### src/rtl/tensor_polynomial_evaluator_core_defines.svh
// Assertion macros shared by the tensor polynomial evaluator RTL.
// Included by files that carry concurrent assertions; needs no package.
`ifndef TENSOR_POLYNOMIAL_EVALUATOR_CORE_DEFINES_SVH
`define TENSOR_POLYNOMIAL_EVALUATOR_CORE_DEFINES_SVH
`ifndef SYNTHESIS
`define TPE_ASSERT_IMP(lbl, clk, rst_n, ante, cons) \
    lbl: assert property (@(posedge clk) disable iff (!rst_n) (ante) |-> (cons)) \
        else $error("tpe assertion failed");
`define TPE_ASSERT_NXT(lbl, clk, rst_n, ante, cons) \
    lbl: assert property (@(posedge clk) disable iff (!rst_n) (ante) |=> (cons)) \
        else $error("tpe assertion failed");
`else
`define TPE_ASSERT_IMP(lbl, clk, rst_n, ante, cons)
`define TPE_ASSERT_NXT(lbl, clk, rst_n, ante, cons)
`endif
`endif

### src/rtl/tpe_pkg.sv
// Package of the tensor polynomial evaluator: widths, codes, types and tables.
// Used by every RTL module of the block; depends on nothing.
`timescale 1ns / 1ps
`default_nettype none
package tpe_pkg;

    localparam int DIMS_DEF   = 4;
    localparam int POINTS_DEF = 4;
    localparam int DEPTH      = 256;
    localparam int ADDR_W     = 8;
    localparam int FEAT_N     = 4;
    localparam int DATA_W     = 32;
    localparam int SUM_W      = 48;
    localparam int FRAC       = 16;
    localparam int CFG_W      = 3;
    localparam int DIM_W      = 4;
    localparam int SLOT_N     = 8;
    localparam int DG_W       = 3;
    localparam int CNT_W      = 9;
    localparam int QDEPTH     = 2;

    localparam logic signed [DATA_W-1:0] ONE_Q16 = 32'sh0001_0000;

    localparam logic CFG_IDX_DIMS   = 1'b0;
    localparam logic CFG_IDX_POINTS = 1'b1;
    localparam logic [CFG_W-1:0] DIMS_RST   = 3'd1;
    localparam logic [CFG_W-1:0] POINTS_RST = 3'd3;

    localparam logic ACT_LOAD = 1'b0;
    localparam logic ACT_EVAL = 1'b1;

    typedef logic [SLOT_N-1:0][DG_W-1:0] t_digits;

    typedef struct packed {
        logic [DIM_W-1:0] dims;
        logic [DIM_W-1:0] pts;
        logic [CNT_W-1:0] count;
        t_digits          start;
    } t_eff;

    typedef struct packed {
        logic                          is_eval;
        logic [ADDR_W-1:0]             idx;
        logic [DATA_W-1:0]             value;
        logic [FEAT_N-1:0][DATA_W-1:0] feat;
    } t_item;

    typedef enum logic [2:0] {
        BK_IDLE,
        BK_TERM,
        BK_MULT,
        BK_COEF,
        BK_ACC,
        BK_DONE
    } t_bk_state;

    // Digits of the last store index in base p, dimension 0 first.
    function automatic t_digits digits_of_last(input int p);
        t_digits d;
        int      rest;
        int      r;
        int      q;
        d    = '0;
        rest = DEPTH - 1;
        for (int n = 0; n < SLOT_N; n++) begin
            r = rest;
            q = 0;
            for (int k = 0; k < DEPTH; k++) begin
                if (r >= p) begin
                    r = r - p;
                    q = q + 1;
                end
            end
            d[n] = DG_W'(r);
            rest = q;
        end
        return d;
    endfunction

    // Start digits when the lattice is larger than the store, by points minus one.
    localparam t_digits LAST_DIGITS [SLOT_N] = '{
        digits_of_last(1), digits_of_last(2), digits_of_last(3), digits_of_last(4),
        digits_of_last(5), digits_of_last(6), digits_of_last(7), digits_of_last(8)
    };

endpackage
`default_nettype wire

### src/rtl/tpe_queue.sv
// Short queue of classified items between the front and the back end.
// Depends on tpe_pkg for the item type and depth.
`timescale 1ns / 1ps
`default_nettype none
module tpe_queue (
    input  wire logic       i_clk,
    input  wire logic       i_rst_n,
    input  wire logic       i_push,
    input  tpe_pkg::t_item  i_item,
    output logic            o_full,
    input  wire logic       i_pop,
    output logic            o_valid,
    output tpe_pkg::t_item  o_item
);

    localparam int PW = (tpe_pkg::QDEPTH > 1) ? $clog2(tpe_pkg::QDEPTH) : 1;
    localparam int CW = $clog2(tpe_pkg::QDEPTH + 1);

    tpe_pkg::t_item r_mem [tpe_pkg::QDEPTH];
    logic [PW-1:0]  r_wptr;
    logic [PW-1:0]  r_rptr;
    logic [CW-1:0]  r_cnt;
    logic           w_wr;
    logic           w_rd;

    assign w_wr    = i_push && !o_full;
    assign w_rd    = i_pop && o_valid;
    assign o_full  = (r_cnt == CW'(tpe_pkg::QDEPTH));
    assign o_valid = (r_cnt != '0);
    assign o_item  = r_mem[r_rptr];

    always_ff @(posedge i_clk) begin
        if (w_wr) r_mem[r_wptr] <= i_item;
    end

    always_ff @(posedge i_clk) begin
        if (!i_rst_n) begin
            r_wptr <= '0;
            r_rptr <= '0;
            r_cnt  <= '0;
        end else begin
            if (w_wr) r_wptr <= (r_wptr == PW'(tpe_pkg::QDEPTH - 1)) ? '0 : r_wptr + PW'(1);
            if (w_rd) r_rptr <= (r_rptr == PW'(tpe_pkg::QDEPTH - 1)) ? '0 : r_rptr + PW'(1);
            if (w_wr && !w_rd) r_cnt <= r_cnt + CW'(1);
            else if (w_rd && !w_wr) r_cnt <= r_cnt - CW'(1);
        end
    end

endmodule
`default_nettype wire

### config.mk
export PLATFORM = sky130hd
export DESIGN_NAME = tpe_queue
export DESIGN_NICKNAME = d
export VERILOG_FILES = /design/src/rtl/tensor_polynomial_evaluator_core_defines.svh /design/src/rtl/tpe_pkg.sv /design/src/rtl/tpe_queue.sv
export SDC_FILE = /design/constraint.sdc
export NUM_CORES = 1
export LEC_CHECK = 0
export ABC_AREA = 1
export BUFFER_PORTS_ARGS = -buffer_cell sky130_fd_sc_hd__buf_2
export CAP_MARGIN = 20
export CELL_PAD_IN_SITES_DETAIL_PLACEMENT = 0
export CELL_PAD_IN_SITES_GLOBAL_PLACEMENT = 1
export CORE_MARGIN = 1
export CORE_UTILIZATION = 44
export CTS_CLUSTER_DIAMETER = 50
export DETAILED_ROUTE_END_ITERATION = 6
export GPL_TIMING_DRIVEN = 0
export PLACE_DENSITY = 0.78
export SLEW_MARGIN = 20
export SYNTH_ARGS = -nofsm -noshare
export SYNTH_HDL_FRONTEND = slang
export SYNTH_SLANG_ARGS = --single-unit
### constraint.sdc
create_clock -name i_clk -period 17.2 [get_ports i_clk]
set_input_delay 0.86 -clock i_clk [delete_from_list [all_inputs] [get_ports i_clk]]
set_output_delay 0.86 -clock i_clk [all_outputs]
set_load 0.02 [all_outputs]
==> metrics.txt <==
H-tree Lvls 2; final hold violations 0; Layout Nets roughly 1100; io pins about 340; Clock transition at path regs 0.05 ns; Peak Freq 364 MHz; fin area around 0.017 sq mm; 1st-iter DRT viols ~330; Worst Slack Setup Final approximately 14 ns; Gates resized, CTS repair 0; Seq cells post-synth 343; first-pass GRT wire length ~38000 um; skew final roughly 0.018 ns; Post-DP HPWL 18100 um; Layout Cells excl Fill between 1000 and 1500; worst-path fanout max 10; DR DRC count 0; CP Launch Type flip-flop; via count around 6500; setup TNS 0 ns; Congestion Overflow GR 0; syn_nets roughly 740; most frequent cells in the layout buf_2 (348), edfxtp_1 (338), mux2_4 (101), mux2_2 (68), clkbuf_16 (39); full die area 0.0299 sq mm; area growth from synthesis to layout 29.9%; Slew Limit Headroom approximately half; Syn. warnings 0; final wirelength 25300 um; Initial Utilization ~45%; Num CTS Buffers 37; mean routed wirelength per cell 18.3 um; CTS Sinks 343; antenna violations before repair 7; Clock Tree Buf Depth 3; CP Capture Type primary output; row cnt 62; synthesized area per cell between 20 and 25 sq um; drt via density 4.75; Final period util around 16%; placed cell areas roughly 0.015 sq mm; critical path required time ~16 ns; Final Max Tran Viols 0; root buf cell clkbuf_16; die height 173 um; PortBufs 343; Setup WS pre-CTS ~14 ns; unrepaired setup endpoints after global routing no; Hold WC Path Type reg -> reg; endpoints failing setup 0; RePlAce Congestion roughly 0.72; layout cell share with drive strength beyond 1 between 60% and 70%; fin crit period roughly 2.7 ns; Synth cell types 15; status complete, no violations; vias in the first global route approximately 6700; Clock Latency Late Sink between 0.5 and 0.6 ns; most common cell after layout, fill and taps aside buf_2; CP arrival roughly 1.9 ns; Die W 173 um; pin count of the biggest net entering global routing 25; peak supply drop 117 uV; ANT nets after route 0; cell area power density roughly 150 mW/mm^2; gr usage total ~17%; CTS tree yes; sequential share of the synthesized area between 70% and 80%; worst slew pin tran 0.771 ns; synthesized area 0.0129 sq mm; static leakage 6.49 nW; hold_buf cts 0; WS Path Type reg -> out; placed cell count 1307; post-CTS setup buffer count 0; Core ar. around 0.029 sq mm; Mapped Cells around 560; Max-Cap Viols 0; TritonRoute pass-1 iters 4
worst max-delay path: stages (launching register included):
cell     delay [ns]
dfxtp_1        0.32
buf_6          0.14
buf_6          0.21
buf_6          0.22
mux2_4         0.32
buf_2          0.17
final timing paths:
check	from	to	slack, ns	depth (start not counted)
worst min register to register	r_rptr	r_rptr	0.51	2
worst max register to register	r_cnt[1]	r_mem[0][38]	14.88	6
worst max-delay path	flip-flop	o_item[112]	14.45	5
worst min-delay path	r_rptr	r_rptr	0.51	2
synthesized netlist by cell type:
master      n  area, sq um
dfxtp_1     5          100
nand3_1     1         5.00
ha_1        1         12.5
a21oi_1     1         5.00
buf_6      14          158
inv_1       8         30.0
o21ai_0     3         15.0
nand4_1     1         6.26
nor2_1      9         33.8
mux2_4    101         1520
mux2_2     68          766
buf_2       5         25.0
o21a_1      1         7.51
edfxtp_1  338        10100
nand2_1     7         26.3
kinds of logic (layout without fill, tap and decap cells):
| logic type | after synthesis | in the layout | synth area share, % |
|---|---|---|---|
| AOI/OAI and AO/OA | 5 | 5 | 0.214 |
| adders and majority gates | 1 | 1 | 0.0973 |
| buffers and inverters | 27 | 451 | 1.65 |
| DFF | 343 | 343 | 79.7 |
| muxes | 169 | 169 | 17.8 |
| other | 0 | 6 | 0 |
| and+or+nand+nor | 18 | 18 | 0.555 |
per-stage QoR:
stage / util (%) / hold slack (ns) / total power, W
6_report: 58.2 / 0.507 / 0.00255
5_1_grt: 58.2 / 0.513 / 0.00265
4_1_cts: 58.1 / 0.510 / 0.00258
3_5_place_dp: 53.9 / 0.492 / 0.00180
3_3_place_gp: 52.4 / 0.482 / 0.00181
2_1_floorplan: - / 0.467 / 0.00159
routing by layer:
layer	vias up	track usage, %	routed length (um)
met5	-	0	17
met4	2	6.08	580
met3	47	5.85	2270
met2	274	28.8	12700
met1	3167	19.1	9670
li1	3051	-	-
cell type report:
cell class / instances / area (sq um)
Fill cell: 2206 / 12000
Sequential cell: 343 / 10200
Multi-Input combinational cell: 193 / 2410
Timing Repair Buffer: 360 / 2130
Clock buffer: 45 / 998
Tap cell: 384 / 480
Clock inverter: 19 / 201
Buffer: 19 / 183
Inverter: 8 / 30.0
Antenna cell: 6 / 15.0
where the power goes:
group          internal (W)  switching, W  leakage [nW]
sequential          0.00106     0.0000262          3.19
clock              0.000473      0.000299         0.583
combinational      0.000306      0.000390          2.71
flip-flops by register name, indices dropped and copies added (netlist names), named ones only:
name	flops
r_mem	338
r_wptr	1
r_cnt	2
r_rptr	1
Power figures use the tool's default switching activity.
