--- src/rtl/tensor_polynomial_evaluator_core_defines.svh ---
// Assertion macros shared by the tensor polynomial evaluator RTL.
// Included by files that carry concurrent assertions; needs no package.
`ifndef TENSOR_POLYNOMIAL_EVALUATOR_CORE_DEFINES_SVH
`define TENSOR_POLYNOMIAL_EVALUATOR_CORE_DEFINES_SVH
`ifndef SYNTHESIS
`define TPE_ASSERT_IMP(lbl, clk, rst_n, ante, cons) \
    lbl: assert property (@(posedge clk) disable iff (!rst_n) (ante) |-> (cons)) \
        else $error("tpe assertion failed");
`define TPE_ASSERT_NXT(lbl, clk, rst_n, ante, cons) \
    lbl: assert property (@(posedge clk) disable iff (!rst_n) (ante) |=> (cons)) \
        else $error("tpe assertion failed");
`else
`define TPE_ASSERT_IMP(lbl, clk, rst_n, ante, cons)
`define TPE_ASSERT_NXT(lbl, clk, rst_n, ante, cons)
`endif
`endif

--- src/rtl/tpe_pkg.sv ---
// Package of the tensor polynomial evaluator: widths, codes, types and tables.
// Used by every RTL module of the block; depends on nothing.
`timescale 1ns / 1ps
`default_nettype none
package tpe_pkg;

    localparam int DIMS_DEF   = 4;
    localparam int POINTS_DEF = 4;
    localparam int DEPTH      = 256;
    localparam int ADDR_W     = 8;
    localparam int FEAT_N     = 4;
    localparam int DATA_W     = 32;
    localparam int SUM_W      = 48;
    localparam int FRAC       = 16;
    localparam int CFG_W      = 3;
    localparam int DIM_W      = 4;
    localparam int SLOT_N     = 8;
    localparam int DG_W       = 3;
    localparam int CNT_W      = 9;
    localparam int QDEPTH     = 2;

    localparam logic signed [DATA_W-1:0] ONE_Q16 = 32'sh0001_0000;

    localparam logic CFG_IDX_DIMS   = 1'b0;
    localparam logic CFG_IDX_POINTS = 1'b1;
    localparam logic [CFG_W-1:0] DIMS_RST   = 3'd1;
    localparam logic [CFG_W-1:0] POINTS_RST = 3'd3;

    localparam logic ACT_LOAD = 1'b0;
    localparam logic ACT_EVAL = 1'b1;

    typedef logic [SLOT_N-1:0][DG_W-1:0] t_digits;

    typedef struct packed {
        logic [DIM_W-1:0] dims;
        logic [DIM_W-1:0] pts;
        logic [CNT_W-1:0] count;
        t_digits          start;
    } t_eff;

    typedef struct packed {
        logic                          is_eval;
        logic [ADDR_W-1:0]             idx;
        logic [DATA_W-1:0]             value;
        logic [FEAT_N-1:0][DATA_W-1:0] feat;
    } t_item;

    typedef enum logic [2:0] {
        BK_IDLE,
        BK_TERM,
        BK_MULT,
        BK_COEF,
        BK_ACC,
        BK_DONE
    } t_bk_state;

    // Digits of the last store index in base p, dimension 0 first.
    function automatic t_digits digits_of_last(input int p);
        t_digits d;
        int      rest;
        int      r;
        int      q;
        d    = '0;
        rest = DEPTH - 1;
        for (int n = 0; n < SLOT_N; n++) begin
            r = rest;
            q = 0;
            for (int k = 0; k < DEPTH; k++) begin
                if (r >= p) begin
                    r = r - p;
                    q = q + 1;
                end
            end
            d[n] = DG_W'(r);
            rest = q;
        end
        return d;
    endfunction

    // Start digits when the lattice is larger than the store, by points minus one.
    localparam t_digits LAST_DIGITS [SLOT_N] = '{
        digits_of_last(1), digits_of_last(2), digits_of_last(3), digits_of_last(4),
        digits_of_last(5), digits_of_last(6), digits_of_last(7), digits_of_last(8)
    };

endpackage
`default_nettype wire

--- src/rtl/tpe_front.sv ---
// Front end: configuration registers, input handshake and item classification.
// Depends on tpe_pkg; feeds tpe_queue and hands the derived settings to tpe_back.
`timescale 1ns / 1ps
`default_nettype none
module tpe_front #(
    parameter int MAX_DIMS   = tpe_pkg::DIMS_DEF,
    parameter int MAX_POINTS = tpe_pkg::POINTS_DEF
) (
    input  wire logic                       i_clk,
    input  wire logic                       i_rst_n,
    input  wire logic                       i_cfg_wr_en,
    input  wire logic                       i_cfg_index,
    input  wire logic [tpe_pkg::CFG_W-1:0]  i_cfg_wdata,
    input  wire logic                       i_in_valid,
    output logic                            o_in_ready,
    input  wire logic                       i_action,
    input  wire logic [7:0]                 i_coef_index,
    input  wire logic signed [31:0]         i_coef_value,
    input  wire logic signed [31:0]         i_feature_0,
    input  wire logic signed [31:0]         i_feature_1,
    input  wire logic signed [31:0]         i_feature_2,
    input  wire logic signed [31:0]         i_feature_3,
    input  wire logic                       i_q_full,
    output logic                            o_push,
    output tpe_pkg::t_item                  o_item,
    output tpe_pkg::t_eff                   o_eff
);

    logic [tpe_pkg::CFG_W-1:0] r_dims;
    logic [tpe_pkg::CFG_W-1:0] r_pts;
    tpe_pkg::t_eff             w_eff;
    tpe_pkg::t_eff             r_eff;
    logic [tpe_pkg::DIM_W-1:0] w_pm1;
    logic [11:0]               w_cnt;
    logic                      w_capped;

    always_ff @(posedge i_clk) begin
        if (!i_rst_n) begin
            r_dims <= tpe_pkg::DIMS_RST;
            r_pts  <= tpe_pkg::POINTS_RST;
        end else if (i_cfg_wr_en) begin
            if (i_cfg_index == tpe_pkg::CFG_IDX_DIMS) begin
                r_dims <= i_cfg_wdata;
            end else begin
                r_pts <= i_cfg_wdata;
            end
        end
    end

    // Clamp the settings and size the lattice, capped at the store depth.
    always_comb begin
        w_eff.dims = {1'b0, r_dims};
        w_eff.pts  = {1'b0, r_pts};
        if (w_eff.dims == '0) w_eff.dims = tpe_pkg::DIM_W'(1);
        if (w_eff.dims > tpe_pkg::DIM_W'(MAX_DIMS)) w_eff.dims = tpe_pkg::DIM_W'(MAX_DIMS);
        if (w_eff.pts == '0) w_eff.pts = tpe_pkg::DIM_W'(1);
        if (w_eff.pts > tpe_pkg::DIM_W'(MAX_POINTS)) w_eff.pts = tpe_pkg::DIM_W'(MAX_POINTS);
        w_pm1    = w_eff.pts - tpe_pkg::DIM_W'(1);
        w_cnt    = 12'd1;
        w_capped = 1'b0;
        for (int i = 0; i < MAX_DIMS; i++) begin
            if (tpe_pkg::DIM_W'(i) < w_eff.dims) begin
                w_cnt = 12'(w_cnt * 12'(w_eff.pts));
                if (w_cnt > 12'(tpe_pkg::DEPTH)) begin
                    w_cnt    = 12'(tpe_pkg::DEPTH);
                    w_capped = 1'b1;
                end
            end
        end
        w_eff.count = w_cnt[tpe_pkg::CNT_W-1:0];
        if (w_capped) begin
            w_eff.start = tpe_pkg::LAST_DIGITS[w_pm1[2:0]];
        end else begin
            w_eff.start = '0;
            for (int n = 0; n < tpe_pkg::SLOT_N; n++) begin
                if (tpe_pkg::DIM_W'(n) < w_eff.dims) w_eff.start[n] = w_pm1[tpe_pkg::DG_W-1:0];
            end
        end
    end

    always_ff @(posedge i_clk) begin
        r_eff <= w_eff;
    end

    assign o_eff      = r_eff;
    assign o_in_ready = !i_q_full;

    // Loads outside the lattice are dropped here and never reach the queue.
    assign o_push = i_in_valid && o_in_ready &&
                    ((i_action == tpe_pkg::ACT_EVAL) ||
                     ({1'b0, i_coef_index} < w_eff.count));

    always_comb begin
        o_item.is_eval = (i_action == tpe_pkg::ACT_EVAL);
        o_item.idx     = i_coef_index;
        o_item.value   = i_coef_value;
        o_item.feat[0] = i_feature_0;
        o_item.feat[1] = i_feature_1;
        o_item.feat[2] = i_feature_2;
        o_item.feat[3] = i_feature_3;
    end

endmodule
`default_nettype wire

--- config.mk ---
export PLATFORM = sky130hd
export DESIGN_NAME = tpe_front
export DESIGN_NICKNAME = d
export VERILOG_FILES = /design/src/rtl/tensor_polynomial_evaluator_core_defines.svh /design/src/rtl/tpe_pkg.sv /design/src/rtl/tpe_front.sv
export SDC_FILE = /design/constraint.sdc
export NUM_CORES = 1
export LEC_CHECK = 0
export BUFFER_PORTS_ARGS = -buffer_cell sky130_fd_sc_hd__buf_4
export CAP_MARGIN = 10
export CORE_AREA = 2 2 152 154
export DETAILED_ROUTE_END_ITERATION = 6
export DIE_AREA = 0 0 154 156
export GPL_TIMING_DRIVEN = 0
export RECOVER_POWER = 100
export SLEW_MARGIN = 20
export SYNTH_ARGS = -nofsm -noshare
export SYNTH_HDL_FRONTEND = slang
export SYNTH_SLANG_ARGS = --single-unit
--- constraint.sdc ---
create_clock -name i_clk -period 9.4 [get_ports i_clk]
set_input_delay 0 -clock i_clk [delete_from_list [all_inputs] [get_ports i_clk]]
set_output_delay 0 -clock i_clk [all_outputs]
set_load 0.05 [all_outputs]
==> flow_summary.yaml <==
run:
  maxCapViolCount: 0
sta:
  max_freq_ghz: 0.115
  fin_tns_setup_ps: 0
  slew_viol_final: 0
  period_share_pct: 92.5
  timing.final.ws_setup_ps: 708
  hold_viol_final: 0
  setup_violations: 0
  worst_slew_pin_slew_ps: 695
  relSlewSlack_pct: 53.9
  fin_crit_ps: 8690
  rsz0062_at_grt: "false"
  fin_skew_ps: 3.39
critical_path:
  path_class: "reg2out"
  cp_data_arrival_time_ps: 8690
  crit_path_max_incr_delay_ps: 550
  end_kind: "output pin"
  cp-start-kind: "register"
  critPathMaxFanout: 10
  cp_slowest_cell: "fa_1"
  required_ps: 9400
floorplanning:
  dieWidth_um: 154
  die-area_um2: 24000
  pin_count: 390
  fp.dieH_um: 156
  core_um2: 22400
  initial_utilization_pct: 20.1
  rows: 55
power_and_ir_drop:
  clockPowerShare_pct: 25.2
  p_int_uw: 485
  ir_worst_vdd_mv: 0.0776
  p_seq_share_pct: 22.9
  swShare_pct: 44.4
  cellLeakagePower_uw: 0.00284
  power_density_nw_per_um2: 144
  switchingPower_uw: 388
  combPwrFrac_pct: 51.9
routing:
  wl_per_cell_um: 13.4
  drtPass1Iterations: 4
  via_per_inst: 3.94
  drtAntennaViolNets: 0
  dr.first_iter.drc_count: 170
  drc: 0
  dr_total_vias: 4252
  drt-total-wl_um: 14500
clock_tree:
  insertion_delay_ps: 280
  clkSinkCount: 43
  h-tree-depth: 2
  cts_max_path_buffers: 2
  path_clk_slew_ps: 60
  cts-root-buf: "clkbuf_16"
  cts_made_buffers: 5
  cts_tree: "done"
layout:
  num_antenna_cells: 0
  area_growth_pct: 34.8
  drive_gt1_share_pct: 27.2
  layout_common_cells: "clkbuf_1, buf_4, dfxtp_1, nand2_1, ha_1"
  final_common_cell: "clkbuf_1"
  final_nets: 1023
  final_util_pct: 27.1
yosys:
  synth_cell_types: 54
  synth_edf_count: 0
  syn_area_per_cell_um2: 8.31
  yosysWarnings: 0
  synth.cell_area_um2: 4500
  synth-main-ff-cell: "dfxtp_1"
  synth.area.top_cells: "buf_4, dfxtp_1, ha_1"
  synthCells: 541
  synth_seq_cells: 43
  yosysTopAreaCellShare_pct: 28.9
  ys_async_sr_fraction_pct: 0
  yosysTopAreaCell: "buf_4"
  seq_area_frac_synth_pct: 19.1
grt:
  antenna_found_initial: 0
  grt_usage_pct: 10.9
  grt_pass1_vias: 4074
  grt.overflow.total: 0
  grt_first_pass_wirelength_um: 21000
  grt_max_degree: 14
place:
  post-place-ws_ps: 657
  port_buffers: 225
  routabilityCongestion: 0.802
  post-dp-hpwl_um: 12800
outcome:
  status: "complete, no violations"
min_path:
  hold_class: "in2reg"
## worst max-delay path, delay by kind of cell (launching register included)
family | cells | cell delay [ps]
buffers and inverters | 6 | 900
AO/OA/AOI/OAI | 8 | 1840
adder cells (fa/ha/maj) | 8 | 3180
flip-flops | 1 | 480
AND/OR/NAND/NOR | 12 | 2000
## layer usage
metal | vias to the layer above | global-route usage [%] | share of wire, %
met4 | 0 | 2.40 | 1.2
li1 | 2120 | - | -
met1 | 1912 | 11.7 | 37
met2 | 206 | 21.8 | 55
met3 | 14 | 2.42 | 7.5
met5 | - | 0 | 0
## power by group through the flow
stage	combinational, µW	sequential, µW	clock, µW
CTS	499	200	226
detailed placement	496	204	0
global route	487	202	234
global placement	492	204	0
floorplan	330	244	0
finish	453	200	220
## through the flow
step           area [µm²]  instances  hold WS [ps]  power [µW]
3_3_place_gp         6590       1065           213         696
3_5_place_dp         6590       1065           213         700
5_1_grt              6060       1079          47.5         923
2_1_floorplan        4550        555          61.9         574
6_report             6060       1079          23.6         873
4_1_cts              6850       1080          21.6         925
## synthesized netlist by cell type, types with 2 or more instances
| cell type | n |
|---|---|
| buf_4 | 173 |
| dfxtp_1 | 43 |
| nand2_1 | 42 |
| ha_1 | 37 |
| inv_1 | 33 |
| nor2_1 | 19 |
| fa_1 | 15 |
| nand3_1 | 15 |
| a21oi_1 | 14 |
| and2_1 | 12 |
| o21ai_0 | 11 |
| mux2i_1 | 10 |
| nor3_1 | 10 |
| a31o_2 | 9 |
| a31oi_1 | 9 |
| clkbuf_1 | 9 |
| nor2b_1 | 8 |
| a211oi_1 | 6 |
| a21o_1 | 6 |
| and3_1 | 5 |
| o21a_1 | 5 |
| buf_1 | 4 |
| mux2_2 | 3 |
| xnor2_1 | 3 |
| a2111oi_0 | 2 |
| conb_1 | 2 |
| nand2b_1 | 2 |
| nand3b_1 | 2 |
| nor3b_1 | 2 |
| nor4_1 | 2 |
| nor4b_1 | 2 |
| o21bai_1 | 2 |
| o31a_1 | 2 |
| xor2_1 | 2 |
## cells by family after synthesis
| group | synth area share [%] |
|---|---|
| other cells | 0.167 |
| buf+inv | 33.2 |
| mux | 2.98 |
| flops | 19.1 |
| xor+xnor | 0.974 |
| fa+ha+maj | 17.0 |
| compound gates | 12.7 |
| simple gates | 13.9 |
## what timing repair did
item                                   in CTS  in global routing
hold buffers                                7                  0
gates resized for setup                     0                  5
endpoints found under the hold margin       6                  0
buffers inserted                            0                  0
setup endpoints to repair                   0                  1
## flip-flops by register name, summed over array words and instances (netlist names)
name / count
o_eff: 37
r_dims: 3
r_pts: 3
## cell type report
type / count / area [µm²]
repair buffers: 232 / 982
multi-input cells: 290 / 2190
well taps: 285 / 357
inverters: 34 / 128
clock buffers: 6 / 129
plain buffers: 187 / 1350
fillers: 2600 / 16300
clock inverters: 2 / 60.1
flip-flops and latches: 43 / 861
## final timing paths
| check | slack, ps | to | from | depth (start not counted) |
|---|---|---|---|---|
| max | 710 | o_push | r_pts[2] | 34 |
| min | 20 | r_pts[2] | i_cfg_index | 3 |
| max reg2reg | 2070 | o_eff[3] | r_pts[2] | 27 |
| min reg2reg | 510 | r_pts[1] | r_pts[1] | 2 |
(Power assumes the default switching activity.)
